==> config.mk <==
export PLATFORM = sky130hd
export DESIGN_NAME = mpoc_ctrl
export DESIGN_NICKNAME = d
export VERILOG_FILES = /design/src/rtl/core/mpoc_pkg.sv /design/src/rtl/core/mpoc_ctrl.sv
export VERILOG_INCLUDE_DIRS = /design/src /design/src/rtl/core
export SDC_FILE = /design/constraint.sdc
export NUM_CORES = 1
export LEC_CHECK = 0
export BUFFER_PORTS_ARGS = -buffer_cell sky130_fd_sc_hd__buf_2
export CAP_MARGIN = 5
export CORE_AREA = 2 2 39 41
export CTS_BUF_LIST = sky130_fd_sc_hd__clkbuf_2
export DETAILED_ROUTE_END_ITERATION = 7
export DIE_AREA = 0 0 41 43
export SYNTH_ARGS = -nofsm -noshare
export SYNTH_HDL_FRONTEND = slang
export SYNTH_SLANG_ARGS = --single-unit
==> constraint.sdc <==
create_clock -name clk -period 0.8 [get_ports clk]
set_clock_uncertainty 0.05 [all_clocks]
set_input_delay 0.12 -clock clk [delete_from_list [all_inputs] [get_ports clk]]
set_output_delay 0.12 -clock clk [all_outputs]
set_load 0.02 [all_outputs]
==> src/rtl/core/molecule_placement_overlap_check_unit_macros.svh <==
// Assertion macros shared by the overlap check unit modules.
`ifndef MOLECULE_PLACEMENT_OVERLAP_CHECK_UNIT_MACROS_SVH
`define MOLECULE_PLACEMENT_OVERLAP_CHECK_UNIT_MACROS_SVH
`ifndef SYNTH
// Clocked property, disabled while reset is low.
`define MPOC_ASSERT(lbl, clk_i, rst_ni, prop_i, msg_i) \
  lbl: assert property (@(posedge clk_i) disable iff (!rst_ni) prop_i) else $error(msg_i);
// Condition that must never hold at a clock edge.
`define MPOC_ASSERT_NEVER(lbl, clk_i, rst_ni, cond_i, msg_i) \
  `MPOC_ASSERT(lbl, clk_i, rst_ni, !(cond_i), msg_i)
`else
`define MPOC_ASSERT(lbl, clk_i, rst_ni, prop_i, msg_i)
`define MPOC_ASSERT_NEVER(lbl, clk_i, rst_ni, cond_i, msg_i)
`endif
`endif

==> src/rtl/core/mpoc_pkg.sv <==
// Types and constants shared by the overlap check unit modules.
`default_nettype none

package mpoc_pkg;

  localparam int COORD_W     = 16;
  localparam int ELEM_W      = 3;
  localparam int CNT_W       = 8;
  localparam int MIN_DIST_W  = 15;
  localparam int MAX_UNITS_W = 8;
  localparam int CFG_DATA_W  = 15;
  localparam int CFG_IDX_W   = 1;

  // Configuration register indexes
  localparam logic [CFG_IDX_W-1:0] CFG_MIN_DIST  = 1'b0;
  localparam logic [CFG_IDX_W-1:0] CFG_MAX_UNITS = 1'b1;

  // Configuration reset values
  localparam logic [MIN_DIST_W-1:0]  MIN_DIST_RST  = 15'd640;
  localparam logic [MAX_UNITS_W-1:0] MAX_UNITS_RST = 8'd33;

  typedef enum logic [1:0] {
    ST_ACCEPT    = 2'd0,
    ST_TOO_CLOSE = 2'd1,
    ST_FULL      = 2'd2,
    ST_TOO_LARGE = 2'd3
  } status_t;

  typedef struct packed {
    logic signed [COORD_W-1:0] pos_x;
    logic signed [COORD_W-1:0] pos_y;
    logic signed [COORD_W-1:0] pos_z;
    logic [ELEM_W-1:0]         element;
    logic                      last_atom;
  } in_item_t;

  typedef struct packed {
    status_t           status;
    logic [CNT_W-1:0]  units_total;
    logic [CNT_W-1:0]  stored_atoms;
  } out_item_t;

  // One stored atom
  typedef struct packed {
    logic signed [COORD_W-1:0] x;
    logic signed [COORD_W-1:0] y;
    logic signed [COORD_W-1:0] z;
    logic [ELEM_W-1:0]         element;
  } atom_t;

  // Controller to datapath commands
  typedef struct packed {
    logic load;
    logic scan;
    logic finish;
  } dp_cmd_t;

  // Datapath to controller status
  typedef struct packed {
    logic scan_done;
    logic pipe_busy;
    logic last;
  } dp_sts_t;

endpackage

`default_nettype wire

==> src/rtl/core/mpoc_ctrl.sv <==
// Controller state machine: sequences load, store scan and decision per transaction.
`default_nettype none
`include "molecule_placement_overlap_check_unit_macros.svh"

module mpoc_ctrl (
  input  wire logic            clk,
  input  wire logic            rst_n,
  input  wire logic            start_i,
  output logic                 busy_o,
  output logic                 out_strobe_o,
  output mpoc_pkg::dp_cmd_t    cmd_o,
  input  wire mpoc_pkg::dp_sts_t sts_i
);

  typedef enum logic [1:0] {
    S_IDLE,
    S_SCAN,
    S_FINISH
  } state_t;

  state_t state_r, state_nxt;
  logic   busy_r, busy_nxt;
  logic   out_strobe_r, out_strobe_nxt;
  logic   accept;

  // Decode commands and next state
  always_comb begin
    accept     = start_i && !busy_r;
    cmd_o.load   = accept;
    cmd_o.scan   = (state_r == S_SCAN) && !sts_i.scan_done;
    cmd_o.finish = (state_r == S_FINISH);
    state_nxt  = state_r;
    unique case (state_r)
      S_IDLE: begin
        if (accept) state_nxt = S_SCAN;
      end
      S_SCAN: begin
        if (sts_i.scan_done && !sts_i.pipe_busy) state_nxt = S_FINISH;
      end
      S_FINISH: begin
        state_nxt = S_IDLE;
      end
      default: begin
        state_nxt = S_IDLE;
      end
    endcase
    busy_nxt       = (state_nxt != S_IDLE);
    out_strobe_nxt = (state_r == S_FINISH) && sts_i.last;
  end

  // Hold state and registered outputs
  always_ff @(posedge clk) begin
    if (!rst_n) begin
      state_r      <= S_IDLE;
      busy_r       <= 1'b0;
      out_strobe_r <= 1'b0;
    end else begin
      state_r      <= state_nxt;
      busy_r       <= busy_nxt;
      out_strobe_r <= out_strobe_nxt;
    end
  end

  assign busy_o       = busy_r;
  assign out_strobe_o = out_strobe_r;

  `MPOC_ASSERT(a_strobe_after_finish, clk, rst_n, out_strobe_r |-> $past(state_r == S_FINISH), "result strobe without a decision cycle")
  `MPOC_ASSERT(a_accept_starts_scan, clk, rst_n, (start_i && !busy_r) |=> (busy_r && state_r == S_SCAN), "accepted transaction did not start a scan")
  `MPOC_ASSERT_NEVER(a_finish_pipe_empty, clk, rst_n, (state_r == S_FINISH) && sts_i.pipe_busy, "decision taken while compare pipeline busy")

endmodule

`default_nettype wire

# [Word-level counts from Yosys, hierarchy flattened]
# Index checks and enable logic that the tools add are counted.
# W data, S select, Z words.
[totals] regBits=4 in_bits=6 output_inout_bits=5 elab_cells=17
[op_classes] eq_ne=2 mux=3 reduce_logical=9
[op_table] cell="$logic_and A1 B1 Y1" n=4
[op_table] cell="$mux W2" n=2
[op_table] cell="$pmux W2 S2" n=1
[op_table] cell="$logic_not A1 Y1" n=3
[op_table] cell="$eq A2 B1 Y1 const B" n=1
[op_table] cell="$eq A2 B2 Y1 const B" n=1
[op_table] cell="$logic_not A2 Y1" n=1
[op_table] cell="$reduce_bool A2 Y1" n=1

# [Longest topological paths before layout]
# Gate-level depths: netlist of the first run.
[logic_depth] depth_word=5 mapped_depth=3 mapped_depth_nobuf=2

# [Worst setup path after synthesis of the first run]
# OpenSTA, ideal clock, no wires.
[synth_path] path_type="register -> output" from="reg state_r[0]" to="out cmd_o[1] (netlist name)" arrival_ps=900 t_required_ps=630 slack_ps=-270 path_stages_with_launch=3 n_path_buf=0 cell_sequence="dfxtp_1 inv_2 nor3_1"
[synth_lines] element="from (decl)" line_no="mpoc_ctrl.sv:21" source="state_t state_r, state_nxt;"
[synth_lines] element="from (signal assigned)" line_no="mpoc_ctrl.sv:58" source="state_r <= state_nxt;"
[synth_lines] element="to (decl)" line_no="mpoc_ctrl.sv:11" source="output mpoc_pkg::dp_cmd_t cmd_o,"

==> results.sh, run 1 <==
export IMPL_worst_setup_path_type="flop to output port"
export IMPL_total_leakage_power_nw=0.1571
export IMPL_ys_ff_latch=4
export IMPL_worstSkewPairLatency_ps=210
export IMPL_most_used_cells_in_the_layout_excluding_fill_and_tap_cells="buf_6, buf_2, clkbuf_2"
export IMPL_drt_first_iter_violations=4
export IMPL_slew_headroom_pct=91.51
export IMPL_failing_checks="negative setup slack"
export IMPL_grt_setup_unrepaired="true"
export IMPL_cap_violations=0
export IMPL_avgRoutedWirePerCell_um=8.354
export IMPL_worst_setup_path_start_kind="flop"
export IMPL_min_path_type="input pin to flop"
export IMPL_synthesis_instances=17
export IMPL_die_area_um2=1763
export IMPL_end_kind="output port"
export IMPL_synth_seq_area_share_pct=48.12
export IMPL_power_density_nw_per_um2=1676
export IMPL_post_route_min_period_ps=1057
export IMPL_count_of_yosys_warnings_during_synthesis=0
export IMPL_ant_nets=0
export IMPL_detailedPlacementHpwl_um=297.5
export IMPL_floorplan_io_pins=11
export IMPL_worst_slew_pin_slew_ps=126.4
export IMPL_final_common_cell="buf_6"
export IMPL_timing_final_max_slew_violations=0
export IMPL_routed_via_density=3.583
export IMPL_synthesis_nets=23
export IMPL_clk_transition_reported_paths_ps=60
export IMPL_hold_violations=0
export IMPL_mapped_area_um2=166.4
export IMPL_die_w_um=41
export IMPL_globalplace_congestion=0.6060
export IMPL_start_point_of_the_worst_min_delay_path="sts_i[0]"
export IMPL_detail_route_first_pass_iterations=2
export IMPL_core_area_um2=1384
export IMPL_worstPathRequired_ps=630
export IMPL_worst_endpoint_arrival_ps=890
export IMPL_clk_root_buffer_cell="clkbuf_2"
export IMPL_fraction_of_layout_instances_using_a_drive_strength_above_1_pct=81.25
export IMPL_rr_startpoint="busy_o$_SDFF_PN0_"
export IMPL_via_count_of_the_first_global_routing_pass=195
export IMPL_initial_util_pct=12.03
export IMPL_cts_sinks=4
export IMPL_path_max_fanout=4
export IMPL_critPathLaunch="state_r[0]$_SDFF_PN0_"
export IMPL_cts_bufs_inserted=3
export IMPL_setup_viol_count_final=7
export IMPL_global_route_wire_length_before_repair_um=669
export IMPL_avgSynthCellArea_um2=9.789
export IMPL_status="finished with violations"
export IMPL_cts_hold_repair_buffers=0
export IMPL_post_synth_num_cell_types=12
export IMPL_gr_total_overflow=0
export IMPL_vdd_ir_drop_worst_v=0.0002755
export IMPL_num_nets_final=39
export IMPL_antennaDiodeCount=0
export IMPL_area_growth_syn_to_layout_pct=105.3
export IMPL_htreeDepth=1
export IMPL_finalInstanceArea_um2=341.6
export IMPL_cts_tree="built"
export IMPL_maximum_number_of_pins_on_one_net_before_global_route_repair=5
export IMPL_dpl_cell_count=42
export IMPL_placement_cell_area_um2=259.0
export IMPL_postRouteWirelength_um=401
export IMPL_drcViolationCount=0
export IMPL_cts_buffer_depth=2
export IMPL_fmaxAchievable_mhz=946.3
export IMPL_total_grt_usage_pct=6.520
export IMPL_antenna_found_initial=0
export IMPL_port_buffers=10
export IMPL_layout_worst_path_cycle_share_pct=132.1
export IMPL_layout_cells_non_filler=48
export IMPL_postLayoutSetupSlackWorst_ps=-256.8
export IMPL_route_vias_total=172
export IMPL_rows=14
export IMPL_die_y_um=43
export IMPL_finalCoreUtilization_pct=24.68
[cell families after synthesis]
group / Yosys count / share of synthesized area [%]
AO/OA/AOI/OAI: 2 / 10.52
flip-flops: 4 / 48.12
AND/OR/NAND/NOR: 8 / 32.34
buffers and inverters: 3 / 9.020
[routing by layer]
layer,routed length [um],track usage (%),part of all wire (%),vias to the layer above
met4,0,12.00,0,0
met3,16,1.571,4.0,0
li1,-,-,-,87
met2,219,8.125,55,7
met1,165,5.769,41,78
met5,0,0,0,-
[metrics by stage]
stage | TNS (ps) | power (mW) | setup WS (ps) | hold WS, ps
after floorplan | -29.89 | 0.2912 | -18.64 | 205.3
after global placement | -116.0 | 0.3144 | -66.08 | 317.6
after detailed placement | -127.0 | 0.3162 | -67.09 | 313.9
after CTS | -1058 | 0.5922 | -284.2 | 80.87
after global routing | -1263 | 0.6085 | -290.6 | 119.0
final | -937.3 | 0.5723 | -256.8 | 99.47
[synthesized netlist by cell type]
cell type,count,area (um2)
and3_1,1,6.260
nand2b_1,2,12.51
nand3b_1,1,7.510
inv_2,1,3.750
nor2b_2,1,8.760
nor3_1,2,10.01
buf_4,1,7.510
a211oi_2,1,12.51
inv_1,1,3.750
and3b_1,1,8.760
dfxtp_1,4,80.08
a21oi_1,1,5.000
[final timing paths]
kind | to | slack (ps) | cells past startpoint
hold reg to reg | state_r[1]$_SDFF_PN0_ | 400 | 1
setup reg to reg | state_r[0]$_SDFF_PN0_ | -70 | 3
hold / removal | out_strobe_o$_SDFF_PN0_ | 100 | 2
setup / recovery | cmd_o[1] | -260 | 3
[worst max-delay path, stage by stage (launching register included)]
cell,delay (ps)
dfxtp_4,370
inv_4,50
nor3_4,110
buf_6,130
[flip-flops by register name, indices dropped and copies added, names as in the netlist]
name / flops
busy_o: 1
out_strobe_o: 1
state_r: 2
[what timing repair did]
item | CTS | global route
pin swaps | 0 | 0
endpoints found under the setup margin | 6 | 8
buffers inserted | 2 | 0
resized for setup | 16 | 0
[power breakdown]
group | internal, mW | leakage (nW) | switching (mW) | total [mW]
clock network | 0.132 | 0.0166 | 0.0919 | 0.224
registers | 0.209 | 0.0353 | 0.0132 | 0.222
logic | 0.0713 | 0.105 | 0.0552 | 0.126
total | 0.412 | 0.157 | 0.160 | 0.572
[layout make-up]
cell class,instances,area [um2]
fill,158,1042
timing repair buffer,12,103.9
multi-input combinational,10,95.09
sequential,4,92.59
clock buffer,4,20.02
tap,16,20.02
inverter,2,10.01
No activity file was read; power rests on OpenSTA's default activity.
==> run 2: changes to the inputs <==
- BUFFER_PORTS_ARGS: -buffer_cell sky130_fd_sc_hd__buf_2 -> -buffer_cell sky130_fd_sc_hd__buf_4
==> run 2 against run 1 <==
Against the previous run:
- the flow still finishes with violations (negative setup slack)
- global-route usage shrank 0.19 points
- sequential power is essentially flat
- fmax shrank 0.82%
- worst hold slack gained 10 ps
- combinational power grew 6%
- non-clock buffer count is the same
- critical endpoint unchanged
==> results.sh, run 2 (synthesis gave the netlist of run 1 again) <==
export IMPL_status="finished with violations"
export IMPL_failing_checks="negative setup slack"
export IMPL_fmaxAchievable_mhz=938.6
export IMPL_maximum_number_of_pins_on_one_net_before_global_route_repair=5
export IMPL_post_layout_total_power_mw=0.5740
export IMPL_critPathLaunch="state_r[0]$_SDFF_PN0_"
export IMPL_cts_bufs_inserted=3
export IMPL_setup_viol_count_final=6
export IMPL_cts_hold_repair_buffers=0
export IMPL_grt_setup_unrepaired="true"
export IMPL_cts_tree="built"
export IMPL_layout_cells_non_filler=48
export IMPL_antenna_found_initial=0
export IMPL_worst_slew_pin_slew_ps=144.4
export IMPL_floorplan_io_pins=11
export IMPL_postLayoutSetupSlackWorst_ps=-265.5
export IMPL_dpl_cell_count=42
export IMPL_hold_violations=0
export IMPL_path_max_fanout=4
export IMPL_core_area_um2=1384
export IMPL_drcViolationCount=0
export IMPL_num_nets_final=39
export IMPL_port_buffers=10
export IMPL_routed_via_density=3.771
export IMPL_clk_transition_reported_paths_ps=50
export IMPL_hold_ws_ps=109.6
export IMPL_multiInputGateArea_um2=95.09
export IMPL_die_y_um=43
export IMPL_worst_endpoint_arrival_ps=900
export IMPL_antennaDiodeCount=0
export IMPL_worst_setup_path_type="flop to output port"
export IMPL_global_route_wire_length_before_repair_um=696
export IMPL_initial_util_pct=12.03
export IMPL_drt_first_iter_violations=2
export IMPL_vdd_ir_drop_worst_v=0.0003487
export IMPL_most_used_cells_in_the_layout_excluding_fill_and_tap_cells="buf_4, buf_6, clkbuf_2"
export IMPL_fraction_of_layout_instances_using_a_drive_strength_above_1_pct=81.25
export IMPL_avgRoutedWirePerCell_um=8.521
export IMPL_cap_violations=0
export IMPL_setup_slack_on_the_worst_flop_to_flop_path_ps=-70
export IMPL_cts_sinks=4
export IMPL_rows=14
export IMPL_layout_worst_path_cycle_share_pct=133.2
export IMPL_fillerInstances=159
export IMPL_via_count_of_the_first_global_routing_pass=185
export IMPL_cts_buffer_depth=2
export IMPL_gr_total_overflow=0
export IMPL_worstPathRequired_ps=630
export IMPL_htreeDepth=1
export IMPL_placement_cell_area_um2=284.0
export IMPL_rr_worst_depth=3
export IMPL_rr_startpoint="busy_o$_SDFF_PN0_"
export IMPL_ant_nets=0
export IMPL_timing_final_max_slew_violations=0
export IMPL_end_kind="output port"
export IMPL_post_route_min_period_ps=1065
export IMPL_postRouteWirelength_um=409
export IMPL_power_density_nw_per_um2=1650
export IMPL_die_w_um=41
export IMPL_layout_area_seq_um2=90.09
export IMPL_ff_to_ff_end="state_r[0]$_SDFF_PN0_"
export IMPL_worst_setup_path_start_kind="flop"
export IMPL_slew_headroom_pct=90.30
export IMPL_place_worst_setup_slack_ps=-83.40
export IMPL_total_grt_usage_pct=6.332
export IMPL_detail_route_first_pass_iterations=2
export IMPL_finalInstanceArea_um2=347.8
export IMPL_min_path_type="input pin to flop"
export IMPL_worst_setup_path_endpoint="cmd_o[1]"
export IMPL_clk_root_buffer_cell="clkbuf_2"
export IMPL_largest_register_ff_count=2
export IMPL_die_area_um2=1763
export IMPL_largest_register="state_r"
export IMPL_total_leakage_power_nw=0.1605
export IMPL_area_growth_syn_to_layout_pct=109.0
export IMPL_route_vias_total=181
export IMPL_worstSkewPairLatency_ps=210
export IMPL_globalplace_congestion=0.6186
export IMPL_detailedPlacementHpwl_um=346.5
run 2: where the power goes:
group / internal (mW) / leakage [nW] / total [mW] / switching [mW]
Combinational: 0.0776 / 0.109 / 0.133 / 0.0553
Clock: 0.132 / 0.0166 / 0.216 / 0.0841
Sequential: 0.212 / 0.0350 / 0.225 / 0.0133
Total: 0.421 / 0.160 / 0.574 / 0.153
run 2: timing repair:
action	in CTS	in global routing
pin swaps	1	1
endpoints found under the hold margin	0	0
buffers inserted	2	0
resized for setup	9	0
setup endpoints to repair	6	9
gates cloned	0	0
run 2: metal layers:
layer / track usage, % / part of all wire (%) / vias to the layer above
met5: 0 / 0 / -
met4: 8.000 / 0 / 0
met3: 1.571 / 6.4 / 0
met2: 8.750 / 54 / 9
met1: 6.452 / 40 / 85
li1: - / - / 87
run 2: critical path, stage by stage (launching register included):
cell	delay [ps]
dfxtp_4	370
inv_4	50
nor3_4	120
buf_6	140
run 2: cell type report:
type,count,area share (%)
Sequential cell,4,25.90
Timing Repair Buffer,12,32.37
Clock buffer,4,5.755
Inverter,2,2.878
Multi-Input combinational cell,10,27.34
Tap cell,16,5.755
run 2: stage by stage:
step	setup TNS [ps]	util, %
CTS	-1093	25.14
global route	-1329	25.14
floorplan	-29.89	-
global placement	-63.92	20.52
finish	-955.3	25.14
detailed placement	-136.6	20.52
run 2: worst min path at each step:
stage               depth (start not counted)                       to  slack, ps  startpoint
global route                                2  out_strobe_o$_SDFF_PN0_        120    sts_i[0]
detailed placement                          2  out_strobe_o$_SDFF_PN0_        310    sts_i[0]
CTS                                         2  out_strobe_o$_SDFF_PN0_        100    sts_i[0]
finish                                      2  out_strobe_o$_SDFF_PN0_        110    sts_i[0]
floorplan                                   2    state_r[1]$_SDFF_PN0_        210       rst_n
global placement                            2  out_strobe_o$_SDFF_PN0_        320    sts_i[0]
